`config.mk`:
```
export PLATFORM = sky130hd
export DESIGN_NAME = moving_average_ema_angle_filter_top
export DESIGN_NICKNAME = d
export VERILOG_FILES = /design/src/hw/rtl/maema_pkg.sv /design/src/hw/rtl/maema_div.sv /design/src/hw/rtl/moving_average_ema_angle_filter_top.sv
export SDC_FILE = /design/constraint.sdc
export NUM_CORES = 2
export LEC_CHECK = 0
export BUFFER_PORTS_ARGS = -buffer_cell sky130_fd_sc_hd__buf_2
export CAP_MARGIN = 20
export CELL_PAD_IN_SITES_DETAIL_PLACEMENT = 0
export CELL_PAD_IN_SITES_GLOBAL_PLACEMENT = 2
export CORE_MARGIN = 4
export CORE_UTILIZATION = 30
export DETAILED_ROUTE_END_ITERATION = 8
export PLACE_DENSITY_LB_ADDON = 0.15
export SLEW_MARGIN = 40
export SYNTH_ARGS = -nofsm -noshare
export SYNTH_HDL_FRONTEND = slang
export SYNTH_SLANG_ARGS = --single-unit
```
`constraint.sdc`:
```
create_clock -name clk -period 15.6 [get_ports clk]
set_input_delay 0.78 -clock clk [delete_from_list [all_inputs] [get_ports clk]]
set_output_delay 0.78 -clock clk [all_outputs]
set_load 0.01 [all_outputs]
```
`src/hw/rtl/maema_pkg.sv`:
```
// Shared constants and register codes for the flex-sensor averaging and angle filter.
package maema_pkg;

    // Fixed field widths
    localparam int CAL_W      = 12;     // calibration points
    localparam int ALPHA_W    = 17;     // EMA weight, Q0.16 with 1.0 representable
    localparam int NORM_W     = 17;     // normalized position, Q0.16 with 1.0
    localparam int ANGLE_W    = 15;     // angle, Q7.8 degrees
    localparam int FRAC_W     = 8;      // fraction bits of the averaged value
    localparam int NORM_FRAC  = 16;     // quotient bits of the normalize divide

    localparam logic [ALPHA_W-1:0] ONE_Q16     = 17'h10000;
    localparam logic [ALPHA_W-1:0] ALPHA_RESET = 17'd6554;
    localparam logic [CAL_W-1:0]   CAL_MIN_RESET = 12'd0;
    localparam logic [CAL_W-1:0]   CAL_MAX_RESET = 12'd4095;
    localparam logic [6:0]         ANGLE_SCALE   = 7'd90;

    // APB register map
    localparam int APB_ADDR_W = 4;
    localparam int APB_DATA_W = 32;
    localparam logic [1:0] REG_ALPHA     = 2'd0;
    localparam logic [1:0] REG_CAL_MIN   = 2'd1;
    localparam logic [1:0] REG_CAL_MAX   = 2'd2;
    localparam logic [1:0] REG_CAL_VALID = 2'd3;

endpackage

```
`src/hw/rtl/maema_div.sv`:
```
// Shared restoring divider, one quotient bit per cycle.
module maema_div
    import maema_pkg::*;
#(
    parameter int NUM_W  = 23,
    parameter int DEN_W  = 12,
    parameter int STEP_W = 5
)
(
    input  logic              clk,
    input  logic              rst_n,
    input  logic              start,
    input  logic [STEP_W-1:0] steps,
    input  logic [DEN_W-1:0]  rem_init,
    input  logic [NUM_W-1:0]  num_init,
    input  logic [DEN_W-1:0]  den,
    output logic              busy,
    output logic [NUM_W-1:0]  quotient
);

    logic [STEP_W-1:0] count_reg, count_next;
    logic [DEN_W-1:0]  rem_reg, rem_next;
    logic [NUM_W-1:0]  num_reg, num_next;
    logic [DEN_W-1:0]  den_reg;
    logic [DEN_W:0]    trial;
    logic [DEN_W:0]    trial_sub;
    logic              fits;

    // One restoring step: shift in the next numerator bit, subtract if it fits
    always_comb
    begin
        trial     = {rem_reg, num_reg[NUM_W-1]};
        trial_sub = trial - {1'b0, den_reg};
        fits      = (trial >= {1'b0, den_reg});
        rem_next  = fits ? trial_sub[DEN_W-1:0] : trial[DEN_W-1:0];
        num_next  = {num_reg[NUM_W-2:0], fits};
        count_next = count_reg - STEP_W'(1);
    end

    // Step counter
    always_ff @(posedge clk or negedge rst_n)
    begin
        if (!rst_n)
        begin
            count_reg <= '0;
        end
        else if (start)
        begin
            count_reg <= steps;
        end
        else if (busy)
        begin
            count_reg <= count_next;
        end
    end

    // Remainder and numerator/quotient shift register
    always_ff @(posedge clk)
    begin
        if (start)
        begin
            rem_reg <= rem_init;
            num_reg <= num_init;
            den_reg <= den;
        end
        else if (busy)
        begin
            rem_reg <= rem_next;
            num_reg <= num_next;
        end
    end

    assign busy     = (count_reg != '0);
    assign quotient = num_reg;

endmodule

```
`src/hw/rtl/moving_average_ema_angle_filter_top.sv`:
```
// Top level of the flex-sensor moving average, EMA and bend-angle filter.
//
// Usage:
//   Input channel carries one raw_sample word per item (in_valid/in_stall).
//   Output channel carries one result word per item: filtered_value (Q12.8),
//   normalized (Q0.16), angle (Q7.8 degrees) and calib_used (out_valid/out_stall).
//   Registers sit on an APB port: alpha at 0x0, cal_min at 0x4, cal_max at 0x8,
//   cal_valid at 0xC. Write them only while the filter is idle.
// Timing:
//   One item at a time. The shared bit-serial divider is used once for the
//   window average and, when calibrated and not clamped, once for
//   normalization; the EMA loads the average directly while it is zero.
//   The sample ring is a one-port-read synchronous memory whose read is
//   registered as the word is taken.
//   in_stall is low only while the sequencer is idle; a finished word waits in
//   the output register, so the next sample is taken while the receiver stalls.
//   A stalled output word holds until out_stall drops.
// Reset:
//   Clears ring fill count, write pointer, running sum and EMA, and loads the
//   register defaults. No clearing pass: the fill count makes unfilled ring entries count as zero.
module moving_average_ema_angle_filter_top
    import maema_pkg::*;
#(
    parameter int WINDOW_SIZE = 8,
    parameter int SAMPLE_BITS = 12
)
(
    input  logic                        clk,
    input  logic                        rst_n,
    // sample input
    input  logic                        in_valid,
    output logic                        in_stall,
    input  logic [SAMPLE_BITS-1:0]      raw_sample,
    // result output
    output logic                        out_valid,
    input  logic                        out_stall,
    output logic [SAMPLE_BITS+FRAC_W-1:0] filtered_value,
    output logic [NORM_W-1:0]           normalized,
    output logic [ANGLE_W-1:0]          angle,
    output logic                        calib_used,
    // APB register port
    input  logic                        psel,
    input  logic                        penable,
    input  logic                        pwrite,
    input  logic [APB_ADDR_W-1:0]       paddr,
    input  logic [APB_DATA_W-1:0]       pwdata,
    output logic [APB_DATA_W-1:0]       prdata,
    output logic                        pready
);

    localparam int IDX_W     = (WINDOW_SIZE > 1) ? $clog2(WINDOW_SIZE) : 1;
    localparam int CNT_W     = $clog2(WINDOW_SIZE + 1);
    localparam int SUM_W     = SAMPLE_BITS + $clog2(WINDOW_SIZE);
    localparam int FILT_W    = SAMPLE_BITS + FRAC_W;
    localparam int DIV_NUM_W = SUM_W + FRAC_W;
    localparam int DEN_W     = (CNT_W > CAL_W) ? CNT_W : CAL_W;
    localparam int STEP_W    = $clog2(DIV_NUM_W + 1);
    localparam int CMP_W     = (FILT_W > CAL_W + FRAC_W) ? FILT_W : CAL_W + FRAC_W;
    localparam int PROD_W    = ALPHA_W + FILT_W + 2;

    // Sequencer states
    localparam logic [2:0] S_IDLE    = 3'd0;
    localparam logic [2:0] S_RD      = 3'd1;
    localparam logic [2:0] S_AVG     = 3'd2;
    localparam logic [2:0] S_EMA_MUL = 3'd3;
    localparam logic [2:0] S_EMA_ADD = 3'd4;
    localparam logic [2:0] S_NORM    = 3'd5;
    localparam logic [2:0] S_NDIV    = 3'd6;
    localparam logic [2:0] S_DONE    = 3'd7;

    // Registers
    logic [2:0]              state_reg, state_next;
    logic [ALPHA_W-1:0]      alpha_reg;
    logic [CAL_W-1:0]        cal_min_reg;
    logic [CAL_W-1:0]        cal_max_reg;
    logic                    cal_valid_reg;
    logic [IDX_W-1:0]        widx_reg, widx_next;
    logic [CNT_W-1:0]        fill_reg, fill_next;
    logic [SUM_W-1:0]        sum_reg, sum_next;
    logic [FILT_W-1:0]       ema_reg, ema_next;
    logic [SAMPLE_BITS-1:0]  sample_reg;
    logic [SAMPLE_BITS-1:0]  rd_data_reg;
    logic [FILT_W-1:0]       avg_reg;
    logic signed [PROD_W-1:0] prod_reg;
    logic [NORM_W-1:0]       norm_reg, norm_next;
    logic                    used_reg, used_next;
    logic                    out_valid_reg, out_valid_next;
    logic [FILT_W-1:0]       filt_out_reg;
    logic [NORM_W-1:0]       norm_out_reg;
    logic [ANGLE_W-1:0]      angle_out_reg;
    logic                    used_out_reg;

    // Sample ring memory
    logic [SAMPLE_BITS-1:0]  ring_mem [WINDOW_SIZE];

    // Combinational helpers
    logic                    in_take;
    logic                    out_free;
    logic [SAMPLE_BITS-1:0]  old_sample;
    logic [SUM_W-1:0]        sum_upd;
    logic [CNT_W-1:0]        fill_upd;
    logic [ALPHA_W-1:0]      alpha_eff;
    logic signed [FILT_W:0]  ema_diff;
    logic signed [PROD_W-1:0] prod_next;
    logic signed [PROD_W-1:0] ema_sum;
    logic                    calib_ok;
    logic [CAL_W-1:0]        cal_range;
    logic [CMP_W-1:0]        cal_base;
    logic [CMP_W-1:0]        filt_cmp;
    logic [CMP_W-1:0]        norm_diff;
    logic [CMP_W-1:0]        range_sh;
    logic [NORM_W+6:0]       angle_full;
    logic                    cfg_write;

    // Divider interface
    logic                    div_start;
    logic [STEP_W-1:0]       div_steps;
    logic [DEN_W-1:0]        div_rem_init;
    logic [DIV_NUM_W-1:0]    div_num_init;
    logic [DEN_W-1:0]        div_den;
    logic                    div_busy;
    logic [DIV_NUM_W-1:0]    div_quotient;

    maema_div #(
        .NUM_W  (DIV_NUM_W),
        .DEN_W  (DEN_W),
        .STEP_W (STEP_W)
    ) u_div (
        .clk      (clk),
        .rst_n    (rst_n),
        .start    (div_start),
        .steps    (div_steps),
        .rem_init (div_rem_init),
        .num_init (div_num_init),
        .den      (div_den),
        .busy     (div_busy),
        .quotient (div_quotient)
    );

    // Handshakes
    assign in_stall = (state_reg != S_IDLE);
    assign in_take  = in_valid && !in_stall;
    assign out_free = !out_valid_reg || !out_stall;

    // Configuration registers
    assign pready    = 1'b1;
    assign cfg_write = psel && penable && pwrite && pready;

    always_ff @(posedge clk or negedge rst_n)
    begin
        if (!rst_n)
        begin
            alpha_reg     <= ALPHA_RESET;
            cal_min_reg   <= CAL_MIN_RESET;
            cal_max_reg   <= CAL_MAX_RESET;
            cal_valid_reg <= 1'b0;
        end
        else if (cfg_write)
        begin
            unique case (paddr[3:2])
                REG_ALPHA:     alpha_reg     <= pwdata[ALPHA_W-1:0];
                REG_CAL_MIN:   cal_min_reg   <= pwdata[CAL_W-1:0];
                REG_CAL_MAX:   cal_max_reg   <= pwdata[CAL_W-1:0];
                REG_CAL_VALID: cal_valid_reg <= pwdata[0];
                default:       ;
            endcase
        end
    end

    // Register readback
    always_comb
    begin
        unique case (paddr[3:2])
            REG_ALPHA:     prdata = APB_DATA_W'(alpha_reg);
            REG_CAL_MIN:   prdata = APB_DATA_W'(cal_min_reg);
            REG_CAL_MAX:   prdata = APB_DATA_W'(cal_max_reg);
            REG_CAL_VALID: prdata = APB_DATA_W'(cal_valid_reg);
            default:       prdata = '0;
        endcase
    end

    // Ring memory: read on acceptance, write back the new sample in S_RD, the cycle after
    always_ff @(posedge clk)
    begin
        if (in_take)
        begin
            rd_data_reg <= ring_mem[widx_reg];
        end
        if (state_reg == S_RD)
        begin
            ring_mem[widx_reg] <= sample_reg;
        end
    end

    // Running sum update; entries beyond the fill count were never written
    always_comb
    begin
        old_sample = (fill_reg < CNT_W'(WINDOW_SIZE)) ? '0 : rd_data_reg;
        sum_upd    = sum_reg - SUM_W'(old_sample) + SUM_W'(sample_reg);
        fill_upd   = (fill_reg < CNT_W'(WINDOW_SIZE)) ? fill_reg + CNT_W'(1) : fill_reg;
    end

    // EMA: ema + a*(avg - ema) / 2^16, weight saturated at one
    always_comb
    begin
        alpha_eff = (alpha_reg > ONE_Q16) ? ONE_Q16 : alpha_reg;
        ema_diff  = $signed({1'b0, avg_reg}) - $signed({1'b0, ema_reg});
        prod_next = PROD_W'($signed({1'b0, alpha_eff}) * ema_diff);
        ema_sum   = $signed({{(PROD_W-FILT_W){1'b0}}, ema_reg}) + (prod_reg >>> NORM_FRAC);
    end

    // Calibration checks
    always_comb
    begin
        calib_ok  = cal_valid_reg && (cal_max_reg > cal_min_reg);
        cal_range = cal_max_reg - cal_min_reg;
        cal_base  = CMP_W'({cal_min_reg, {FRAC_W{1'b0}}});
        filt_cmp  = CMP_W'(ema_reg);
        norm_diff = filt_cmp - cal_base;
        range_sh  = CMP_W'({cal_range, {FRAC_W{1'b0}}});
    end

    // Angle = norm * 90 / 256
    assign angle_full = {7'b0, norm_reg} * ANGLE_SCALE;

    // Sequencer
    always_comb
    begin
        state_next     = state_reg;
        widx_next      = widx_reg;
        fill_next      = fill_reg;
        sum_next       = sum_reg;
        ema_next       = ema_reg;
        norm_next      = norm_reg;
        used_next      = used_reg;
        out_valid_next = out_valid_reg && out_stall;
        div_start      = 1'b0;
        div_steps      = STEP_W'(DIV_NUM_W);
        div_rem_init   = '0;
        div_num_init   = {sum_upd, {FRAC_W{1'b0}}};
        div_den        = DEN_W'(fill_upd);

        unique case (state_reg)
            S_IDLE:
            begin
                if (in_take)
                begin
                    state_next = S_RD;
                end
            end
            S_RD:
            begin
                sum_next   = sum_upd;
                fill_next  = fill_upd;
                widx_next  = (widx_reg == IDX_W'(WINDOW_SIZE - 1)) ? '0 : widx_reg + IDX_W'(1);
                div_start  = 1'b1;
                state_next = S_AVG;
            end
            S_AVG:
            begin
                if (!div_busy)
                begin
                    state_next = S_EMA_MUL;
                end
            end
            S_EMA_MUL:
            begin
                if (ema_reg == '0)
                begin
                    ema_next   = avg_reg;
                    state_next = S_NORM;
                end
                else
                begin
                    state_next = S_EMA_ADD;
                end
            end
            S_EMA_ADD:
            begin
                ema_next   = ema_sum[FILT_W-1:0];
                state_next = S_NORM;
            end
            S_NORM:
            begin
                used_next  = calib_ok;
                norm_next  = '0;
                state_next = S_DONE;
                if (calib_ok && (filt_cmp > cal_base))
                begin
                    if (norm_diff >= range_sh)
                    begin
                        norm_next = ONE_Q16;
                    end
                    else
                    begin
                        // quotient < 2^16 here, so the high part is below the range
                        div_start    = 1'b1;
                        div_steps    = STEP_W'(NORM_FRAC);
                        div_rem_init = DEN_W'(norm_diff >> FRAC_W);
                        div_num_init = DIV_NUM_W'({norm_diff[FRAC_W-1:0], {FRAC_W{1'b0}}})
                                       << (DIV_NUM_W - NORM_FRAC);
                        div_den      = DEN_W'(cal_range);
                        state_next   = S_NDIV;
                    end
                end
            end
            S_NDIV:
            begin
                if (!div_busy)
                begin
                    norm_next  = NORM_W'(div_quotient[NORM_FRAC-1:0]);
                    state_next = S_DONE;
                end
            end
            S_DONE:
            begin
                if (out_free)
                begin
                    out_valid_next = 1'b1;
                    state_next     = S_IDLE;
                end
            end
            default:
            begin
                state_next = S_IDLE;
            end
        endcase
    end

    // Control state
    always_ff @(posedge clk or negedge rst_n)
    begin
        if (!rst_n)
        begin
            state_reg     <= S_IDLE;
            widx_reg      <= '0;
            fill_reg      <= '0;
            sum_reg       <= '0;
            ema_reg       <= '0;
            out_valid_reg <= 1'b0;
        end
        else
        begin
            state_reg     <= state_next;
            widx_reg      <= widx_next;
            fill_reg      <= fill_next;
            sum_reg       <= sum_next;
            ema_reg       <= ema_next;
            out_valid_reg <= out_valid_next;
        end
    end

    // Datapath registers
    always_ff @(posedge clk)
    begin
        if (in_take)
        begin
            sample_reg <= raw_sample;
        end
        if (state_reg == S_AVG && !div_busy)
        begin
            avg_reg <= div_quotient[FILT_W-1:0];
        end
        if (state_reg == S_EMA_MUL)
        begin
            prod_reg <= prod_next;
        end
        norm_reg <= norm_next;
        used_reg <= used_next;
        if (state_reg == S_DONE && out_free)
        begin
            filt_out_reg  <= ema_reg;
            norm_out_reg  <= norm_reg;
            angle_out_reg <= angle_full[FRAC_W +: ANGLE_W];
            used_out_reg  <= used_reg;
        end
    end

    assign out_valid      = out_valid_reg;
    assign filtered_value = filt_out_reg;
    assign normalized     = norm_out_reg;
    assign angle          = angle_out_reg;
    assign calib_used     = used_out_reg;

    // Checks
    a_fill_bound: assert property (@(posedge clk) disable iff (!rst_n)
        fill_reg <= CNT_W'(WINDOW_SIZE))
        else $error("fill count beyond window");

    a_take_reads: assert property (@(posedge clk) disable iff (!rst_n)
        in_take |=> state_reg == S_RD)
        else $error("accepted word did not start ring read");

    a_div_idle: assert property (@(posedge clk) disable iff (!rst_n)
        div_start |-> !div_busy)
        else $error("divider restarted while busy");

    a_ema_hold: assert property (@(posedge clk) disable iff (!rst_n)
        (state_reg != S_EMA_MUL && state_reg != S_EMA_ADD) |=> $stable(ema_reg))
        else $error("EMA changed outside its update states");

    a_out_from_done: assert property (@(posedge clk) disable iff (!rst_n)
        $rose(out_valid_reg) |-> $past(state_reg) == S_DONE)
        else $error("result word raised outside completion");

endmodule
```
# == Yosys cells after proc, flatten, opt, wreduce, memory -nomap -nowiden ==
# Memory sizes are Yosys's and may differ from the RTL's. A register that Yosys moved wholly into a read port is not among the register bits.
# Cells that the tools add are included.
# classes
n_addsub,10
multipliers,2
n_lt_le_gt_ge,6
eq_ne,16
mux,45
bitwise,2
reduce_logical,29
# ops
operator,n
$pmux 32 s4,1
$mux 23,5
$mux 12,7
$mux 17,4
$pmux 20 s2,1
$mul 18x21->36,1
$pmux 17 s2,1
$mux 3,8
$pmux 3 s8,1
$sub 12x12->12,2
$mul 17x6->22 const B,1
$sub 20x20->21,1
$add 20x20->20,1
$ge 20x20->1,1
$gt 20x20->1,1
$logic_not 20->1,1
$mux 20,1
$sub 20x20->20,1
$gt 17x17->1 const B,1
$mux 4,4
$add 15x12->15,1
$eq 3x3->1 const B,5
$sub 15x12->15,1
$ge 13x12->1,1
other kinds (25),58
# totals
reg_bits,279
mem_bits_rw,96
inputBits,55
output_inout_bits,88
wordCells,135
mem_count,1
# mem_list
name,words,word_bits,rd,rd_ports_with_merged_regs,write_ports,line,text
ring_mem,8,12,1,1,1,moving_average_ema_angle_filter_top.sv:94,logic [SAMPLE_BITS-1:0] ring_mem [WINDOW_SIZE];

# == Longest topological paths before layout ==
# depth
ltp_word,8
depth_mapped,34
depth_no_buf,34

# == Modules after synthesis ==
# A second synthesis with hierarchy kept.
# hier_totals
hier_cells,3119
area_unflattened_um2,32678.8
# modules_own_cells
mod,n_inst,cells_each,area_per_inst_um2,seq_area_each_um2
moving_average_ema_angle_filter_top,1,2880,29826.1,9162.5
maema_div,1,239,2852.7,1536.5

# == Worst setup path before layout ==
# No wires, ideal clock.
# synth_path
path_kind,reg2reg
from,register ema_reg[2]
to,register prod_reg[35] (data pin)
setup_ps,266
t_arrival_ps,8016
t_required_ps,15334
setup_slack_ps,7318
stages_incl_launch_ff,31
n_path_buf,0
synth_period_minus_slack_ps,8282
cell_sequence,dfrtp_1 -> inv_1 -> ha_1 -> nor2b_1 -> o31a_1 -> o211a_1 -> o31ai_4 -> o21bai_1 -> a21oi_1 -> o21bai_1 -> a21o_1 -> xor2_1 -> nand2_1 -> fa_1 -> fa_1 -> fa_1 -> inv_1 -> fa_1 -> fa_1 -> inv_1 -> fa_1 -> inv_1 -> ha_1 -> a211oi_1 -> nand2b_1 -> or3_1 -> o21a_1 -> o41ai_2 -> o21ai_1 -> o41ai_1 -> xnor2_1
# synth_via
elab_chain_len,2
# synth_lines
element,line,text
"start, declared",moving_average_ema_angle_filter_top.sv:80,"logic [FILT_W-1:0] ema_reg, ema_next;"
"start signal, assigned",moving_average_ema_angle_filter_top.sv:348,ema_reg <= ema_next;
$sub 20x20->21,moving_average_ema_angle_filter_top.sv:207,"ema_diff = $signed({1'b0, avg_reg}) - $signed({1'b0, ema_reg});"
$mul 18x21->36,moving_average_ema_angle_filter_top.sv:208,"prod_next = PROD_W'($signed({1'b0, alpha_eff}) * ema_diff);"
net prod_next[35],moving_average_ema_angle_filter_top.sv:104,logic signed [PROD_W-1:0] prod_next;
"end signal, assigned",moving_average_ema_angle_filter_top.sv:366,prod_reg <= prod_next;
"end, declared",moving_average_ema_angle_filter_top.sv:84,logic signed [PROD_W-1:0] prod_reg;
# The timed path passes the listed nets, and every way through them passes these cells.
# A chain may end at the register's enable or synchronous reset.

# == Worst setup path in the final report ==
# layout_path
from,register ema_reg[1]
to,register prod_reg[35] (data pin)
# The elaborated chain is that of the path after synthesis.

==> out/metrics.yaml <==
run_status: "finished clean"
drive_above_1_share_pct: 11.3
dominant_combinational_cell_family_by_area_after_synthesis: "adder cells"
ys_top_cells_by_area: "sky130_fd_sc_hd__edfxtp_1, sky130_fd_sc_hd__fa_1, sky130_fd_sc_hd__ha_1"
synth_top_cell_by_area: "sky130_fd_sc_hd__edfxtp_1"
net_count_final: 3876
critical_path_class: "flop to flop"
grt_first_pass_wirelength_um: 145000
cts_hold_repair.buffers: 0
final_period_minus_worst_setup_slack_ns: 9.67
synth_simple_gate_area_share_pct: 11.5
num_vias: 22000
fp-row-count: 119
htree_levels: 2
wirelength_um: 94000
first_iter_violations: 1204
final_core_util_pct: 34.4
cts.repair_timing.setup_buffer_count: 0
worst_skew_pair_later_pin_latency_ns: 0.62
top_level_ports: 143
synth_seq_cells: 371
top_flip_flop_cell_by_instance_count_after_synthesis: "sky130_fd_sc_hd__edfxtp_1"
finalClockSkew_ns: 0.0268
syn2layout_area_growth_pct: 13.1
die_h_um: 336
groute.usage.overall_pct: 16.9
final-max-slew-violation-count: 0
critical-path-max-stage-delay_ns: 0.59
top_register: "ring_mem"
cp.buffers_inverters: 5
largest_reg_flops: 96
clockRootBuffer: "sky130_fd_sc_hd__clkbuf_16"
dieArea_um2: 113000
grt_pass1_vias: 23200
cell_types_with_the_highest_counts_after_synthesis: "sky130_fd_sc_hd__inv_1, sky130_fd_sc_hd__fa_1, sky130_fd_sc_hd__nand2_1"
drv_cap: 0
routed_length_per_placed_instance_um: 20.2
cts-buffers-inserted: 48
synth_fa_ha_area_share_pct: 32.4
timing_worst_slew_pin_value_ns: 0.885
relative_max_transition_margin_pct: 41.0
wp_data_arrival_ns: 10.04
synth_seq_area_share_pct: 33.2
required_arrival_time_at_the_worst_endpoint_ns: 15.97
antenna_violations_before_repair: 4
total_grt_overflow: 0
cts_max_path_buffers: 3
path_delay_family: "adder cells"
synth-warning-count: 0
dpl-instance-area_um2: 34700
drc: 0
tritoncts: "done"
synth_mux_area_share_pct: 3.12
dr.pass1.iters: 5
final.period_utilization_pct: 62.0
synth_edf_count: 278
endpoint_kind: "flop"
portBuffers: 109
kind_of_start_point_of_the_critical_path: "flop"
layout.filler_cells: 10800
achievable_frequency_mhz: 103
routed_via_density: 4.73
post_synthesis_compound_gate_area_fraction_pct: 8.08
crit_fanout: 8
min_path_type: "input pin to async pin"
core-area_um2: 106000
yosys.cell_count.top_type: "sky130_fd_sc_hd__inv_1"
synth_area_um2: 32200
finalInstanceArea_um2: 36400
post-dp-hpwl_um: 75400
antenna_violating_nets_post_route: 0
mean_syn_cell_area_um2: 10.4
critPathSlowestCell: "sky130_fd_sc_hd__dfrtp_1"
fp.dieW_um: 336
maximum_number_of_pins_on_one_net_before_global_route_repair: 62
clkSlewWorstSetupHoldPaths_ns: 0.06
gp_congestion: 0.827
post_cts.resized_instances: 0
timing.critical_path.mode_cell: "sky130_fd_sc_hd__fa_1"
finalSetupViolations: 0
hold_viol_final: 0
synthArstFlopShare_pct: 25.1
synthDominantCellAreaShare_pct: 25.9
synth_xor_xnor_area_share_pct: 3.67
synth_cells: 3084
yosys.cell_types.count: 84
rsz0062_at_grt: "no"
clkSinkCount: 371
setup_tns_ns: 0
initial_core_util_pct: 30.4
==> cell families after synthesis <==
| group | count (synthesis) |
|---|---|
| AOI/OAI and AO/OA | 389 |
| xor gates and xnor gates | 131 |
| adders and majority gates | 609 |
| buffers and inverters | 662 |
| DFF | 371 |
| muxes | 82 |
| other | 2 |
| and+or+nand+nor | 838 |
==> final timing paths <==
check                                            start                   endpoint  slack, ns  depth (start not counted)
worst max register to register  ema_reg[1]$_DFFE_PN0P_     prod_reg[35]$_DFFE_PN_       5.93                         31
worst min-delay path                             rst_n     sum_reg[2]$_DFFE_PN0P_       0.14                          1
worst max-delay path            ema_reg[1]$_DFFE_PN0P_     prod_reg[35]$_DFFE_PN_       5.93                         31
max in group asynchronous                        rst_n  alpha_reg[14]$_DFFE_PN0P_      14.41                          2
worst min register to register      used_reg$_DFFE_PP_       calib_used$_DFFE_PP_       0.46                          0
min in group clk                         raw_sample[1]    sample_reg[1]$_DFFE_PP_       0.33                          1
==> cell usage in the layout, fill, tap and decap left out, types with 58 or more instances in the layout <==
cell / n
sky130_fd_sc_hd__inv_1: 557
sky130_fd_sc_hd__fa_1: 378
sky130_fd_sc_hd__nand2_1: 320
sky130_fd_sc_hd__edfxtp_1: 278
sky130_fd_sc_hd__nor2_1: 265
sky130_fd_sc_hd__ha_1: 231
sky130_fd_sc_hd__buf_2: 108
sky130_fd_sc_hd__o21ai_0: 92
sky130_fd_sc_hd__a21oi_1: 83
sky130_fd_sc_hd__dfrtp_1: 74
sky130_fd_sc_hd__xnor2_1: 73
sky130_fd_sc_hd__and2_1: 58
sky130_fd_sc_hd__buf_4: 58
==> cell type report <==
| type | count | area [um2] | area share [%] |
|---|---|---|---|
| antenna | 2 | 5.00 | 0.0137 |
| clock inverter | 35 | 422 | 1.16 |
| tap | 1391 | 1740 | 4.78 |
| sequential | 371 | 10700 | 29.4 |
| multi-input combinational | 2065 | 19200 | 52.8 |
| timing repair buffer | 167 | 987 | 2.71 |
| clock buffer | 55 | 1260 | 3.45 |
| inverter | 559 | 2100 | 5.76 |
==> metrics by stage <==
step / setup slack [ns] / hold WS [ns] / std cells
2_1_floorplan: 7.32 / 0.400 / 3098
3_3_place_gp: 6.01 / 0.467 / 4553
3_5_place_dp: 5.89 / 0.450 / 4553
4_1_cts: 5.89 / 0.117 / 4643
5_1_grt: 5.38 / 0.140 / 4643
6_report: 5.93 / 0.140 / 4645
==> layer usage <==
layer	up-vias	routed length, um	track usage [%]
met4	0	1340	2.69
met2	388	45200	28.4
met5	-	0	0
li1	10300	-	-
met3	72	4260	2.45
met1	11300	43200	23.8
Power is not shown: default switching activity piles up to over one toggle a cycle in this logic, so the estimate is an artifact.
